**src/sfas_pkg.sv**
```systemverilog
// Shared types and constants for the sprite frame animation sequencer.
// Used by sfas_cfg, sfas_ctrl, sfas_dp and the top level; no dependencies.
`default_nettype none

package sfas_pkg;

	// Fixed field widths
	localparam int ELAPSED_W  = 16;
	localparam int SPEED_W    = 16;
	localparam int PROD_W     = ELAPSED_W + SPEED_W;
	localparam int SPEED_FRAC = 8;
	localparam int TOTAL_W    = 9;
	localparam int FT_W       = 24;
	localparam int MODE_W     = 2;
	localparam int HOLD_W     = 24;
	localparam int BASE_W     = 16;
	localparam int INDEX_W    = 17;
	localparam int FNUM_W     = 8;
	localparam int CFG_IDX_W  = 3;
	localparam int CFG_DATA_W = 24;

	// Advances in one tick before the remaining count is folded by the period
	localparam int SETTLE_W = 10;
	localparam logic [SETTLE_W-1:0] SETTLE_STEPS = 10'd600;

	typedef logic [MODE_W-1:0] mode_t;
	localparam mode_t MODE_LOOP     = 2'd0;
	localparam mode_t MODE_PINGPONG = 2'd1;
	localparam mode_t MODE_ONCE     = 2'd2;

	typedef enum logic [CFG_IDX_W-1:0] {
		REG_TOTAL_FRAMES = 3'd0,
		REG_FRAME_TIME   = 3'd1,
		REG_SPEED        = 3'd2,
		REG_LOOP_MODE    = 3'd3,
		REG_END_HOLD     = 3'd4,
		REG_BASE_COLUMN  = 3'd5
	} reg_idx_t;

	localparam logic [TOTAL_W-1:0] TOTAL_RST = 9'd1;
	localparam logic [SPEED_W-1:0] SPEED_RST = 16'd256;

	typedef struct packed {
		logic [TOTAL_W-1:0] total_frames;
		logic [FT_W-1:0]    frame_time;
		logic [SPEED_W-1:0] speed_factor;
		mode_t              loop_mode;
		logic [HOLD_W-1:0]  end_hold_time;
		logic [BASE_W-1:0]  base_column;
	} cfg_t;

	typedef enum logic [3:0] {
		S_IDLE,
		S_STEP,
		S_DIV,
		S_SPLIT,
		S_MOVE,
		S_RED,
		S_RSPLIT,
		S_MUL,
		S_WB,
		S_OUT
	} state_t;

	typedef struct packed {
		logic capture;
		logic hold_dec;
		logic acc_add;
		logic div_step;
		logic split;
		logic red_load;
		logic rsplit;
		logic move;
		logic mul_step;
		logic writeback;
		logic out_load;
	} cmd_t;

	typedef struct packed {
		logic skip;
		logic hold_busy;
		logic cnt_last;
		logic n_zero;
		logic settle;
		logic mv_stop;
		logic out_free;
	} sts_t;

endpackage

`default_nettype wire

```
**src/sfas_cfg.sv**
```systemverilog
// Configuration register bank of the animation sequencer.
// Depends on sfas_pkg for the register index codes and the cfg_t bundle.
`default_nettype none

module sfas_cfg (
	input  logic                              clk,
	input  logic                              arst_n,
	input  logic                              cfg_write,
	input  logic [sfas_pkg::CFG_IDX_W-1:0]    cfg_index,
	input  logic [sfas_pkg::CFG_DATA_W-1:0]   cfg_data,
	output sfas_pkg::cfg_t                    cfg
);
	import sfas_pkg::*;

	cfg_t cfg_q;

	always_ff @(posedge clk or negedge arst_n) begin
		if (!arst_n) begin
			cfg_q.total_frames  <= TOTAL_RST;
			cfg_q.frame_time    <= '0;
			cfg_q.speed_factor  <= SPEED_RST;
			cfg_q.loop_mode     <= MODE_LOOP;
			cfg_q.end_hold_time <= '0;
			cfg_q.base_column   <= '0;
		end else if (cfg_write) begin
			case (cfg_index)
				REG_TOTAL_FRAMES: cfg_q.total_frames  <= cfg_data[TOTAL_W-1:0];
				REG_FRAME_TIME:   cfg_q.frame_time    <= cfg_data[FT_W-1:0];
				REG_SPEED:        cfg_q.speed_factor  <= cfg_data[SPEED_W-1:0];
				REG_LOOP_MODE:    cfg_q.loop_mode     <= cfg_data[MODE_W-1:0];
				REG_END_HOLD:     cfg_q.end_hold_time <= cfg_data[HOLD_W-1:0];
				REG_BASE_COLUMN:  cfg_q.base_column   <= cfg_data[BASE_W-1:0];
				default: begin
				end
			endcase
		end
	end

	assign cfg = cfg_q;

endmodule

`default_nettype wire

```
**src/sfas_ctrl.sv**
```systemverilog
// Sequencing state machine of the animation sequencer.
// Depends on sfas_pkg (state_t, cmd_t, sts_t); drives sfas_dp by commands only.
`default_nettype none

module sfas_ctrl (
	input  logic           clk,
	input  logic           arst_n,
	input  logic           tick_valid,
	output logic           tick_stall,
	input  sfas_pkg::sts_t sts,
	output sfas_pkg::cmd_t cmd
);
	import sfas_pkg::*;

	state_t state_q;
	state_t state_d;

	always_ff @(posedge clk or negedge arst_n) begin
		if (!arst_n) begin
			state_q <= S_IDLE;
		end else begin
			state_q <= state_d;
		end
	end

	always_comb begin
		state_d = state_q;
		case (state_q)
			S_IDLE: begin
				if (tick_valid) state_d = S_STEP;
			end
			S_STEP: begin
				if (sts.skip || sts.hold_busy) state_d = S_OUT;
				else state_d = S_DIV;
			end
			S_DIV: begin
				if (sts.cnt_last) state_d = S_SPLIT;
			end
			S_SPLIT: state_d = S_MOVE;
			S_MOVE: begin
				if (sts.n_zero) state_d = S_WB;
				else if (sts.settle) state_d = S_RED;
				else if (sts.mv_stop) state_d = S_MUL;
			end
			S_RED: begin
				if (sts.cnt_last) state_d = S_RSPLIT;
			end
			S_RSPLIT: state_d = S_MOVE;
			S_MUL: begin
				if (sts.cnt_last) state_d = S_WB;
			end
			S_WB: state_d = S_OUT;
			S_OUT: begin
				if (sts.out_free) state_d = S_IDLE;
			end
			default: state_d = S_IDLE;
		endcase
	end

	always_comb begin
		cmd        = '0;
		tick_stall = 1'b1;
		case (state_q)
			S_IDLE: begin
				tick_stall  = 1'b0;
				cmd.capture = tick_valid;
			end
			S_STEP: begin
				if (!sts.skip) begin
					if (sts.hold_busy) cmd.hold_dec = 1'b1;
					else cmd.acc_add = 1'b1;
				end
			end
			S_DIV:    cmd.div_step = 1'b1;
			S_SPLIT:  cmd.split = 1'b1;
			S_MOVE: begin
				if (!sts.n_zero) begin
					if (sts.settle) cmd.red_load = 1'b1;
					else cmd.move = 1'b1;
				end
			end
			S_RED:    cmd.div_step = 1'b1;
			S_RSPLIT: cmd.rsplit = 1'b1;
			S_MUL:    cmd.mul_step = 1'b1;
			S_WB:     cmd.writeback = 1'b1;
			S_OUT:    cmd.out_load = sts.out_free;
			default: begin
			end
		endcase
	end

	// at most one datapath operation per cycle
	a_cmd_onehot: assert property (@(posedge clk) disable iff (!arst_n)
		$onehot0(cmd))
		else $error("sfas_ctrl: more than one command in a cycle");

	a_accept_starts: assert property (@(posedge clk) disable iff (!arst_n)
		tick_valid && !tick_stall |=> state_q == S_STEP)
		else $error("sfas_ctrl: accepted tick did not start processing");

	// a finished result is never dropped while the output is blocked
	a_out_waits: assert property (@(posedge clk) disable iff (!arst_n)
		state_q == S_OUT && !sts.out_free |=> state_q == S_OUT && !cmd.capture)
		else $error("sfas_ctrl: left result state with output blocked");

endmodule

`default_nettype wire

```
**src/sfas_dp.sv**
```systemverilog
// Datapath of the animation sequencer: speed scaling, hold and accumulator,
// shared shift-subtract divider, frame stepper, shift-add multiplier, result register.
// Depends on sfas_pkg; every operation is started by a command from sfas_ctrl.
`default_nettype none

module sfas_dp #(
	parameter int FRAME_BITS = 8,
	parameter int TIME_BITS  = 24
) (
	input  logic                             clk,
	input  logic                             arst_n,
	input  sfas_pkg::cfg_t                   cfg,
	input  sfas_pkg::cmd_t                   cmd,
	output sfas_pkg::sts_t                   sts,
	input  logic [sfas_pkg::ELAPSED_W-1:0]   elapsed,
	input  logic                             res_stall,
	output logic                             res_valid,
	output logic [sfas_pkg::INDEX_W-1:0]     sprite_index,
	output logic [sfas_pkg::FNUM_W-1:0]      frame_number,
	output logic                             done_res
);
	import sfas_pkg::*;

	localparam int ACC_W  = TIME_BITS + 1;
	localparam int CNT_W  = $clog2(ACC_W);
	localparam int WIDE_W = (TIME_BITS > FT_W) ? TIME_BITS : FT_W;
	localparam int TOT_W  = (FRAME_BITS + 1 > TOTAL_W) ? FRAME_BITS + 1 : TOTAL_W;
	localparam int FW1    = FRAME_BITS + 1;
	localparam int MW     = ((ACC_W > FT_W) ? ACC_W : FT_W) + 1;
	localparam int FLIM   = 1 << FRAME_BITS;
	localparam logic [WIDE_W-1:0] TMAX_WIDE = WIDE_W'({TIME_BITS{1'b1}});

	// animation state
	logic [FRAME_BITS-1:0] frame_q;
	logic                  back_q;
	logic                  ended_q;
	logic [TIME_BITS-1:0]  hold_q;
	logic [ACC_W-1:0]      acc_q;

	// working registers of one tick
	logic [PROD_W-1:0]     prod_q;
	logic [ACC_W-1:0]      dq_q;
	logic [FT_W-1:0]       dr_q;
	logic [FT_W-1:0]       dvs_q;
	logic [CNT_W-1:0]      cnt_q;
	logic [ACC_W-1:0]      n_q;
	logic [FT_W-1:0]       rem_q;
	logic [SETTLE_W-1:0]   moves_q;
	logic                  reduced_q;
	logic [ACC_W-1:0]      p_q;

	// result register
	logic                  res_valid_q;
	logic [INDEX_W-1:0]    sprite_index_q;
	logic [FNUM_W-1:0]     frame_number_q;
	logic                  done_res_q;

	logic [WIDE_W-1:0]     step_wide;
	logic [TIME_BITS-1:0]  step;
	logic [WIDE_W-1:0]     eht_wide;
	logic [TIME_BITS-1:0]  hold_load;
	logic                  eht_nz;
	logic [TOT_W-1:0]      tot_w;
	logic [TOT_W-1:0]      tot_c;
	logic [TOT_W-1:0]      last_w;
	logic [FRAME_BITS-1:0] last;
	logic                  multi;
	logic [ACC_W:0]        acc_sum;
	logic [ACC_W-1:0]      acc_sat;
	logic [FT_W:0]         trial;
	logic [FT_W:0]         div_diff;
	logic                  div_ge;
	logic [FT_W-1:0]       div_rem;
	logic [FW1-1:0]        f1;
	logic [FW1-1:0]        last1;
	logic [FW1-1:0]        period;
	logic [FRAME_BITS-1:0] mv_frame;
	logic                  mv_back;
	logic                  mv_ended;
	logic                  mv_end;
	logic [MW-1:0]         mul_sum;
	logic [MW-1:0]         wb_sum;

	// Q8.8 scaling, fraction dropped, saturated to the time width
	assign step_wide = WIDE_W'(prod_q >> SPEED_FRAC);
	assign step      = (step_wide > TMAX_WIDE) ? '1 : step_wide[TIME_BITS-1:0];
	assign eht_wide  = WIDE_W'(cfg.end_hold_time);
	assign hold_load = (eht_wide > TMAX_WIDE) ? '1 : eht_wide[TIME_BITS-1:0];
	assign eht_nz    = cfg.end_hold_time != '0;

	assign tot_w  = TOT_W'(cfg.total_frames);
	assign tot_c  = (tot_w > TOT_W'(FLIM)) ? TOT_W'(FLIM) : tot_w;
	assign last_w = tot_c - TOT_W'(1);
	assign last   = last_w[FRAME_BITS-1:0];
	assign multi  = tot_c > TOT_W'(1);

	assign acc_sum = (ACC_W+1)'(acc_q) + (ACC_W+1)'(step);
	assign acc_sat = acc_sum[ACC_W] ? '1 : acc_sum[ACC_W-1:0];

	// one quotient bit per cycle
	assign trial    = {dr_q, dq_q[ACC_W-1]};
	assign div_ge   = trial >= {1'b0, dvs_q};
	assign div_diff = trial - {1'b0, dvs_q};
	assign div_rem  = div_ge ? div_diff[FT_W-1:0] : trial[FT_W-1:0];

	// Horner form: partial products never exceed the final one, which fits the accumulator
	assign mul_sum = (MW'(p_q) << 1) + (n_q[ACC_W-1] ? MW'(cfg.frame_time) : MW'(0));
	assign wb_sum  = MW'(p_q) + MW'(rem_q);

	assign f1    = FW1'(frame_q) + FW1'(1);
	assign last1 = FW1'(last);

	always_comb begin
		mv_frame = frame_q;
		mv_back  = back_q;
		mv_ended = ended_q;
		mv_end   = 1'b0;
		case (cfg.loop_mode)
			MODE_LOOP: begin
				if (f1 > last1) begin
					mv_end   = 1'b1;
					mv_frame = '0;
				end else begin
					mv_frame = f1[FRAME_BITS-1:0];
				end
			end
			MODE_PINGPONG: begin
				if (back_q) begin
					if (frame_q <= FRAME_BITS'(1)) begin
						mv_end   = 1'b1;
						mv_frame = '0;
						mv_back  = 1'b0;
					end else begin
						mv_frame = frame_q - FRAME_BITS'(1);
					end
				end else begin
					if (f1 >= last1) begin
						mv_end   = 1'b1;
						mv_frame = last;
						mv_back  = 1'b1;
					end else begin
						mv_frame = f1[FRAME_BITS-1:0];
					end
				end
			end
			MODE_ONCE: begin
				if (f1 >= last1) begin
					mv_end   = 1'b1;
					mv_frame = last;
					mv_ended = 1'b1;
				end else begin
					mv_frame = f1[FRAME_BITS-1:0];
				end
			end
			default: begin
			end
		endcase
	end

	// number of advances after which the frame state repeats
	always_comb begin
		case (cfg.loop_mode)
			MODE_LOOP:     period = last1 + FW1'(1);
			MODE_PINGPONG: period = {last, 1'b0};
			default:       period = FW1'(1);
		endcase
	end

	always_ff @(posedge clk or negedge arst_n) begin
		if (!arst_n) begin
			frame_q <= '0;
			back_q  <= 1'b0;
			ended_q <= 1'b0;
			hold_q  <= '0;
			acc_q   <= '0;
		end else begin
			if (cmd.hold_dec) hold_q <= hold_q - step;
			if (cmd.acc_add) hold_q <= '0;
			if (cmd.move) begin
				frame_q <= mv_frame;
				back_q  <= mv_back;
				ended_q <= mv_ended;
				if (mv_end && eht_nz) hold_q <= hold_load;
			end
			if (cmd.writeback) acc_q <= wb_sum[ACC_W-1:0];
		end
	end

	always_ff @(posedge clk) begin
		if (cmd.capture) prod_q <= PROD_W'(elapsed) * PROD_W'(cfg.speed_factor);
		if (cmd.acc_add) begin
			dq_q  <= acc_sat;
			dr_q  <= '0;
			dvs_q <= cfg.frame_time;
			cnt_q <= '0;
		end
		if (cmd.red_load) begin
			dq_q  <= n_q;
			dr_q  <= '0;
			dvs_q <= FT_W'(period);
			cnt_q <= '0;
		end
		if (cmd.div_step) begin
			dq_q  <= {dq_q[ACC_W-2:0], div_ge};
			dr_q  <= div_rem;
			cnt_q <= cnt_q + CNT_W'(1);
		end
		if (cmd.split) begin
			n_q       <= dq_q;
			rem_q     <= dr_q;
			moves_q   <= '0;
			reduced_q <= 1'b0;
			p_q       <= '0;
			cnt_q     <= '0;
		end
		if (cmd.rsplit) begin
			// remainder is below the old count, so it fits the count width
			n_q       <= ACC_W'(dr_q);
			reduced_q <= 1'b1;
			p_q       <= '0;
			cnt_q     <= '0;
		end
		if (cmd.move) begin
			n_q <= n_q - ACC_W'(1);
			if (!reduced_q) moves_q <= moves_q + SETTLE_W'(1);
		end
		if (cmd.mul_step) begin
			p_q   <= mul_sum[ACC_W-1:0];
			n_q   <= {n_q[ACC_W-2:0], 1'b0};
			cnt_q <= cnt_q + CNT_W'(1);
		end
	end

	always_ff @(posedge clk or negedge arst_n) begin
		if (!arst_n) begin
			res_valid_q <= 1'b0;
		end else if (cmd.out_load) begin
			res_valid_q <= 1'b1;
		end else if (!res_stall) begin
			res_valid_q <= 1'b0;
		end
	end

	always_ff @(posedge clk) begin
		if (cmd.out_load) begin
			sprite_index_q <= INDEX_W'(cfg.base_column) + INDEX_W'(frame_q);
			frame_number_q <= FNUM_W'(frame_q);
			done_res_q     <= ended_q;
		end
	end

	assign sts.skip      = !multi || (cfg.frame_time == '0) || ended_q || (step == '0);
	assign sts.hold_busy = hold_q > step;
	assign sts.cnt_last  = cnt_q == CNT_W'(ACC_W - 1);
	assign sts.n_zero    = n_q == '0;
	assign sts.settle    = !reduced_q && (moves_q == SETTLE_STEPS);
	assign sts.mv_stop   = mv_end && (eht_nz || cfg.loop_mode == MODE_ONCE);
	assign sts.out_free  = !res_valid_q || !res_stall;

	assign res_valid    = res_valid_q;
	assign sprite_index = sprite_index_q;
	assign frame_number = frame_number_q;
	assign done_res     = done_res_q;

	a_no_overwrite: assert property (@(posedge clk) disable iff (!arst_n)
		cmd.out_load |-> !res_valid_q || !res_stall)
		else $error("sfas_dp: result overwritten while stalled");

	a_rem_below_divisor: assert property (@(posedge clk) disable iff (!arst_n)
		cmd.div_step |=> dr_q < dvs_q)
		else $error("sfas_dp: partial remainder not below divisor");

	a_loop_in_run: assert property (@(posedge clk) disable iff (!arst_n)
		cmd.move && cfg.loop_mode == MODE_LOOP |=> frame_q <= $past(last))
		else $error("sfas_dp: loop advance left the run");

endmodule

`default_nettype wire

```
**src/sprite_frame_animation_sequencer.sv**
```systemverilog
// Sprite frame animation sequencer, top level: register bank, controller and datapath.
// Depends on sfas_pkg, sfas_cfg, sfas_ctrl and sfas_dp.
//
// One tick transaction in gives one result transaction out. A tick that leaves the
// animation still (one frame or fewer, zero frame time, play-once finished, zero
// scaled step) or only counts down an end hold goes from the step state straight to
// the result state. A tick that advances first has the accumulator split into whole
// frame times by a shift-subtract divider at one quotient bit a cycle, then the
// frame stepper moves one frame a cycle. After 600 advances in one tick the
// remaining count is folded modulo the run's period by the same divider and
// stepping carries on. When an end hold or a play-once end stops stepping with
// whole frame times left, a shift-add multiply restores them to the accumulator.
// The block works on one tick at a time and takes the next tick in the cycle after
// the result is registered, while that result may still wait at the output.
`default_nettype none

module sprite_frame_animation_sequencer #(
	parameter int FRAME_BITS = 8,
	parameter int TIME_BITS  = 24
) (
	input  logic                             clk,
	input  logic                             arst_n,
	input  logic                             cfg_write,
	input  logic [sfas_pkg::CFG_IDX_W-1:0]   cfg_index,
	input  logic [sfas_pkg::CFG_DATA_W-1:0]  cfg_data,
	input  logic                             tick_valid,
	output logic                             tick_stall,
	input  logic [sfas_pkg::ELAPSED_W-1:0]   elapsed,
	output logic                             res_valid,
	input  logic                             res_stall,
	output logic [sfas_pkg::INDEX_W-1:0]     sprite_index,
	output logic [sfas_pkg::FNUM_W-1:0]      frame_number,
	output logic                             done_res
);
	import sfas_pkg::*;

	cfg_t cfg;
	cmd_t cmd;
	sts_t sts;

	sfas_cfg u_cfg (
		.clk       (clk),
		.arst_n    (arst_n),
		.cfg_write (cfg_write),
		.cfg_index (cfg_index),
		.cfg_data  (cfg_data),
		.cfg       (cfg)
	);

	sfas_ctrl u_ctrl (
		.clk        (clk),
		.arst_n     (arst_n),
		.tick_valid (tick_valid),
		.tick_stall (tick_stall),
		.sts        (sts),
		.cmd        (cmd)
	);

	sfas_dp #(
		.FRAME_BITS (FRAME_BITS),
		.TIME_BITS  (TIME_BITS)
	) u_dp (
		.clk          (clk),
		.arst_n       (arst_n),
		.cfg          (cfg),
		.cmd          (cmd),
		.sts          (sts),
		.elapsed      (elapsed),
		.res_stall    (res_stall),
		.res_valid    (res_valid),
		.sprite_index (sprite_index),
		.frame_number (frame_number),
		.done_res     (done_res)
	);

endmodule

`default_nettype wire

```
**config.mk**
```make
export PLATFORM = sky130hd
export DESIGN_NAME = sprite_frame_animation_sequencer
export DESIGN_NICKNAME = d
export VERILOG_FILES = /design/src/sfas_pkg.sv /design/src/sfas_cfg.sv /design/src/sfas_ctrl.sv /design/src/sfas_dp.sv /design/src/sprite_frame_animation_sequencer.sv
export SDC_FILE = /design/constraint.sdc
export NUM_CORES = 2
export LEC_CHECK = 0
export BUFFER_PORTS_ARGS = -buffer_cell sky130_fd_sc_hd__buf_4
export CORE_ASPECT_RATIO = 0.9
export CORE_MARGIN = 2
export CORE_UTILIZATION = 50
export CTS_BUF_LIST = sky130_fd_sc_hd__clkbuf_4 sky130_fd_sc_hd__clkbuf_8
export DETAILED_ROUTE_END_ITERATION = 6
export PLACE_DENSITY = 0.72
export SKIP_LAST_GASP = 1
export SLEW_MARGIN = 25
export SYNTH_ARGS = -nofsm -noshare
export SYNTH_HDL_FRONTEND = slang
export SYNTH_SLANG_ARGS = --single-unit
export TNS_END_PERCENT = 10
```
**constraint.sdc**
```tcl
create_clock -name clk -period 7.6 [get_ports clk]
set_clock_uncertainty 0.2 [all_clocks]
set_input_delay 0.38 -clock clk [delete_from_list [all_inputs] [get_ports clk]]
set_output_delay 0.38 -clock clk [all_outputs]
set_load 0.01 [all_outputs]
```
==> flow_summary.html <==
<table>
<tr><th>Metric</th><th>Value</th></tr>
<tr><th colspan="2">Yosys</th></tr>
<tr><td>Cell count after synthesis</td><td>~3300</td></tr>
<tr><td>Post-synth cell types</td><td>91</td></tr>
<tr><td>Fraction of registers with async set or reset after synthesis</td><td>42.12%</td></tr>
<tr><td>Total standard cell area after synthesis</td><td>0.03113 sq mm</td></tr>
<tr><td>Fraction of the yosys area taken by sequential cells</td><td>roughly a third</td></tr>
<tr><td>Number of enable flip-flop cells after synthesis</td><td>186</td></tr>
<tr><td>Flip-flop and latch count after synthesis</td><td>368</td></tr>
<tr><td>Commonest register cell after synthesis</td><td>sky130_fd_sc_hd__edfxtp_1</td></tr>
<tr><td>Syn Area/Cell</td><td>9.495 sq um</td></tr>
<tr><td>Warning count from the yosys run</td><td>0</td></tr>
<tr><td>Number of nets in the synthesized netlist</td><td>3776</td></tr>
<tr><th colspan="2">Routing</th></tr>
<tr><td>Number of design rule violations left after detail routing</td><td>0</td></tr>
<tr><td>Number of DRC markers in iteration 0</td><td>2316</td></tr>
<tr><td>Average wire length per cell after detail routing</td><td>19.77 um</td></tr>
<tr><td>Wire length after detailed routing</td><td>83900 um</td></tr>
<tr><td>Number of detailed-routing iterations run before antenna repair</td><td>6</td></tr>
<tr><td>Total via count in the routed design</td><td>about 24000</td></tr>
<tr><td>Via-to-Cell Ratio</td><td>5.725</td></tr>
<tr><td>Detail Route Antenna Nets</td><td>0</td></tr>
<tr><th colspan="2">CTS</th></tr>
<tr><td>Total clock sinks</td><td>368</td></tr>
<tr><td>Maximum root-to-sink buffer count</td><td>3</td></tr>
<tr><td>Root Buffer</td><td>sky130_fd_sc_hd__clkbuf_8</td></tr>
<tr><td>Number of levels in the clock H-tree</td><td>3</td></tr>
<tr><td>Number of setup buffers added after CTS</td><td>0</td></tr>
<tr><td>Insertion delay of the later-clocked pin in the worst-skew pair</td><td>~0.7 ns</td></tr>
<tr><td>Number of buffers created by CTS</td><td>68</td></tr>
<tr><td>TritonCTS clock tree</td><td>yes</td></tr>
<tr><td>Number of gates resized after CTS</td><td>0</td></tr>
<tr><td>Reg clk slew, reported paths</td><td>~0.060 ns</td></tr>
<tr><th colspan="2">Floorplanning</th></tr>
<tr><td>Width of the die</td><td>267.0 um</td></tr>
<tr><td>Initial core utilization</td><td>approximately half</td></tr>
<tr><td>Top-level port count</td><td>76</td></tr>
<tr><td>Floorplan die height</td><td>240.7 um</td></tr>
<tr><td>Core region area</td><td>0.06144 sq mm</td></tr>
<tr><td>Placement row count</td><td>86</td></tr>
<tr><td>Die outline area</td><td>0.06428 sq mm</td></tr>
<tr><th colspan="2">Cells and area</th></tr>
<tr><td>Reg area</td><td>0.01001 sq mm</td></tr>
<tr><td>Post-route core utilization</td><td>55.78%</td></tr>
<tr><td>Synth-to-Final Area Change</td><td>10.07%</td></tr>
<tr><td>Post-Layout Inst Area</td><td>between 0.03 and 0.04 sq mm</td></tr>
<tr><td>Number of nets at the end of the flow</td><td>between 3000 and 4000</td></tr>
<tr><td>Multi-input logic area</td><td>0.01930 sq mm</td></tr>
<tr><td>Fraction of layout cells with a size suffix above 1</td><td>10.54%</td></tr>
<tr><td>Number of fill cells in the layout</td><td>between 5000 and 6000</td></tr>
<tr><td>Most common cell after layout, fill and taps aside</td><td>sky130_fd_sc_hd__inv_1</td></tr>
<tr><td>Commonest cells after routing, fill and taps aside</td><td>372 x sky130_fd_sc_hd__inv_1, 329 x sky130_fd_sc_hd__nand2_1, 250 x sky130_fd_sc_hd__ha_1</td></tr>
<tr><th colspan="2">STA</th></tr>
<tr><td>Final clock period utilization by the worst path</td><td>92.01%</td></tr>
<tr><td>Pin slew with the least headroom to its limit</td><td>1.069 ns</td></tr>
<tr><td>Time the final worst path needs with I/O delays and setup</td><td>~7 ns</td></tr>
<tr><td>Maximum frequency from static timing analysis</td><td>143.0 MHz</td></tr>
<tr><td>RSZ-0062 raised after global routing</td><td>no</td></tr>
<tr><td>Final Slew Violations</td><td>0</td></tr>
<tr><td>Setup TNS</td><td>0 ns</td></tr>
<tr><td>Final hold slack</td><td>0.04655 ns</td></tr>
<tr><td>Number of setup violations in the final report</td><td>0</td></tr>
<tr><td>Final hold violations</td><td>0</td></tr>
<tr><td>Headroom to the max-slew limit</td><td>27.70%</td></tr>
<tr><th colspan="2">Critical path</th></tr>
<tr><td>Highest fanout seen on the critical path</td><td>17</td></tr>
<tr><td>Crit end category</td><td>register</td></tr>
<tr><td>CP peak stage delay</td><td>0.68 ns</td></tr>
<tr><td>Setup slack, reg-to-reg</td><td>0.61 ns</td></tr>
<tr><td>Critical path type</td><td>reg -&gt; reg</td></tr>
<tr><td>Crit path max-delay cell type</td><td>sky130_fd_sc_hd__a2111oi_0</td></tr>
<tr><td>Cells along the critical path</td><td>and2_1 -&gt; fa_1 -&gt; inv_1 -&gt; fa_1 -&gt; fa_1 -&gt; inv_1 -&gt; fa_1 -&gt; fa_1 -&gt; inv_1 -&gt; fa_1 -&gt; inv_1 -&gt; ha_1 -&gt; a2111oi_0 -&gt; a21oi_1 -&gt; o2111ai_1 -&gt; a21oi_1 -&gt; nor2_1 -&gt; o311ai_0 -&gt; xor2_1</td></tr>
<tr><td>Most numerous cell on the critical path</td><td>sky130_fd_sc_hd__fa_1</td></tr>
<tr><td>Category of the worst setup path launch point</td><td>register</td></tr>
<tr><td>Crit path arrival time</td><td>7.17 ns</td></tr>
<tr><td>Data required time at the worst endpoint</td><td>7.78 ns</td></tr>
<tr><th colspan="2">Place</th></tr>
<tr><td>DP HPWL</td><td>62790 um</td></tr>
<tr><td>GPL Wtd Cong</td><td>roughly 0.9</td></tr>
<tr><td>Port bufs</td><td>75</td></tr>
<tr><td>Area after detailed placement</td><td>around 0.032 sq mm</td></tr>
<tr><th colspan="2">Status</th></tr>
<tr><td>Result of the run</td><td>finished clean</td></tr>
<tr><th colspan="2">Global route</th></tr>
<tr><td>Vias in the first global route</td><td>between 20000 and 25000</td></tr>
<tr><td>Overall fraction of global-route tracks in use</td><td>26.70%</td></tr>
<tr><td>Total overflow reported by the global router</td><td>0</td></tr>
<tr><td>Wire length of the first global-routing pass</td><td>132900 um</td></tr>
<tr><td>Maximum number of pins on one net before global-route repair</td><td>80</td></tr>
<tr><td>Initial antenna violation count</td><td>5</td></tr>
<tr><th colspan="2">Hold path</th></tr>
<tr><td>Worst Hold Class</td><td>in -&gt; reg</td></tr>
<tr><th colspan="2">Run</th></tr>
<tr><td>Max-cap viol count</td><td>0</td></tr>
</table>
## path summary, 6_finish.rpt
path	cells after the start	start	endpoint
worst max-delay path	19	u_cfg.cfg[48]$_DFFE_PN0P_	u_dp.prod_q[30]$_DFFE_PP_
worst min-delay path	3	cfg_write	u_cfg.cfg[41]$_DFFE_PN0P_
worst max register to register	19	u_cfg.cfg[48]$_DFFE_PN0P_	u_dp.prod_q[30]$_DFFE_PP_
worst min register to register	0	u_dp.ended_q$_DFFE_PN0P_	u_dp.done_res$_DFFE_PP_
max in group asynchronous	3	arst_n	u_cfg.cfg[19]$_DFFE_PN0P_
min in group asynchronous	2	arst_n	u_dp.acc_q[23]$_DFFE_PN0N_
## cell families after synthesis
| kind of cell | synth area share (%) |
|---|---|
| compound gates | 13.34 |
| fa+ha+maj | 22.87 |
| simple gates | 15.94 |
| flops | 32.14 |
| mux | 5.325 |
| buf+inv | 6.161 |
| xor+xnor | 4.220 |
## cell usage after synthesis, drive strengths merged, types with 10 or more instances
cell,number,area share (%)
a221oi,10,0.32
xnor2,86,2.4
nand3,44,0.71
o21ai,174,2.8
nor2,220,2.7
ha,250,10
nor2b,29,0.58
fa,199,13
nand2b,17,0.37
a21o,48,1.2
xor2,64,1.8
and3,24,0.48
a31oi,17,0.36
mux2,91,3.4
or2,13,0.26
a21oi,164,2.6
o21bai,14,0.34
mux2i,61,2.0
o22ai,34,0.68
dfxtp,27,1.7
a22oi,10,0.24
or3,14,0.28
nor3,57,0.92
nor3b,11,0.27
clkbuf,99,1.2
o211ai,11,0.27
nand2,331,4.0
and2,169,3.4
edfxtp,186,18
dfrtp,153,12
a211oi,25,0.62
inv,373,4.5
nor4,24,0.55
nand4,29,0.58
buf,24,0.47
o21a,27,0.65
o31ai,24,0.58
## layout make-up
type,count,area share [%]
inverter,373,4.085
multi-input combinational,2415,56.31
antenna,1,0.007302
clock buffer,95,3.414
tap,836,3.052
timing repair buffer,126,3.125
sequential,368,29.20
clock inverter,30,0.8032
## sequential cells by signal, indices dropped and copies added (netlist names), 4 cells and up
name	cells
u_dp.frame_q	8
u_dp.moves_q	10
u_dp.dr_q	24
u_dp.p_q	25
u_cfg.cfg	91
u_ctrl.state_q	4
u_dp.hold_q	24
u_dp.acc_q	25
u_dp.dq_q	25
u_dp.dvs_q	24
u_dp.prod_q	24
u_dp.frame_number	8
u_dp.cnt_q	5
u_dp.sprite_index	17
u_dp.n_q	25
u_dp.rem_q	24
## repair_timing
action	in CTS	in global routing
endpoints found under the hold margin	173	0
endpoints found under the setup margin	0	0
hold buffers	28	0
## metrics by stage
step	instances	setup slack [ns]
2_1_floorplan	3279	1.039
3_3_place_gp	4087	0.6870
3_5_place_dp	4088	0.6359
4_1_cts	4241	0.6045
5_1_grt	4244	0.1011
6_report	4244	0.6071
## metal layers
layer	part of all wire [%]	GRT usage (%)	vias up
met2	43	40.13	969
met4	2.8	8.291	0
met3	9.4	4.755	122
li1	-	-	11471
met1	45	39.25	11733
met5	0	0	-
## worst max-delay path: cells and delay by family (launching register included)
family | cells | cell delay, ns
buffers and inverters | 4 | 0.21
XOR/XNOR | 1 | 0.17
AND/OR/NAND/NOR | 2 | 0.44
AO/OA/AOI/OAI | 5 | 1.71
flip-flops | 1 | 0.53
adder cells (fa/ha/maj) | 7 | 3.43
Power is not shown: default switching activity piles up to over one toggle a cycle in this logic, so the estimate is an artifact.
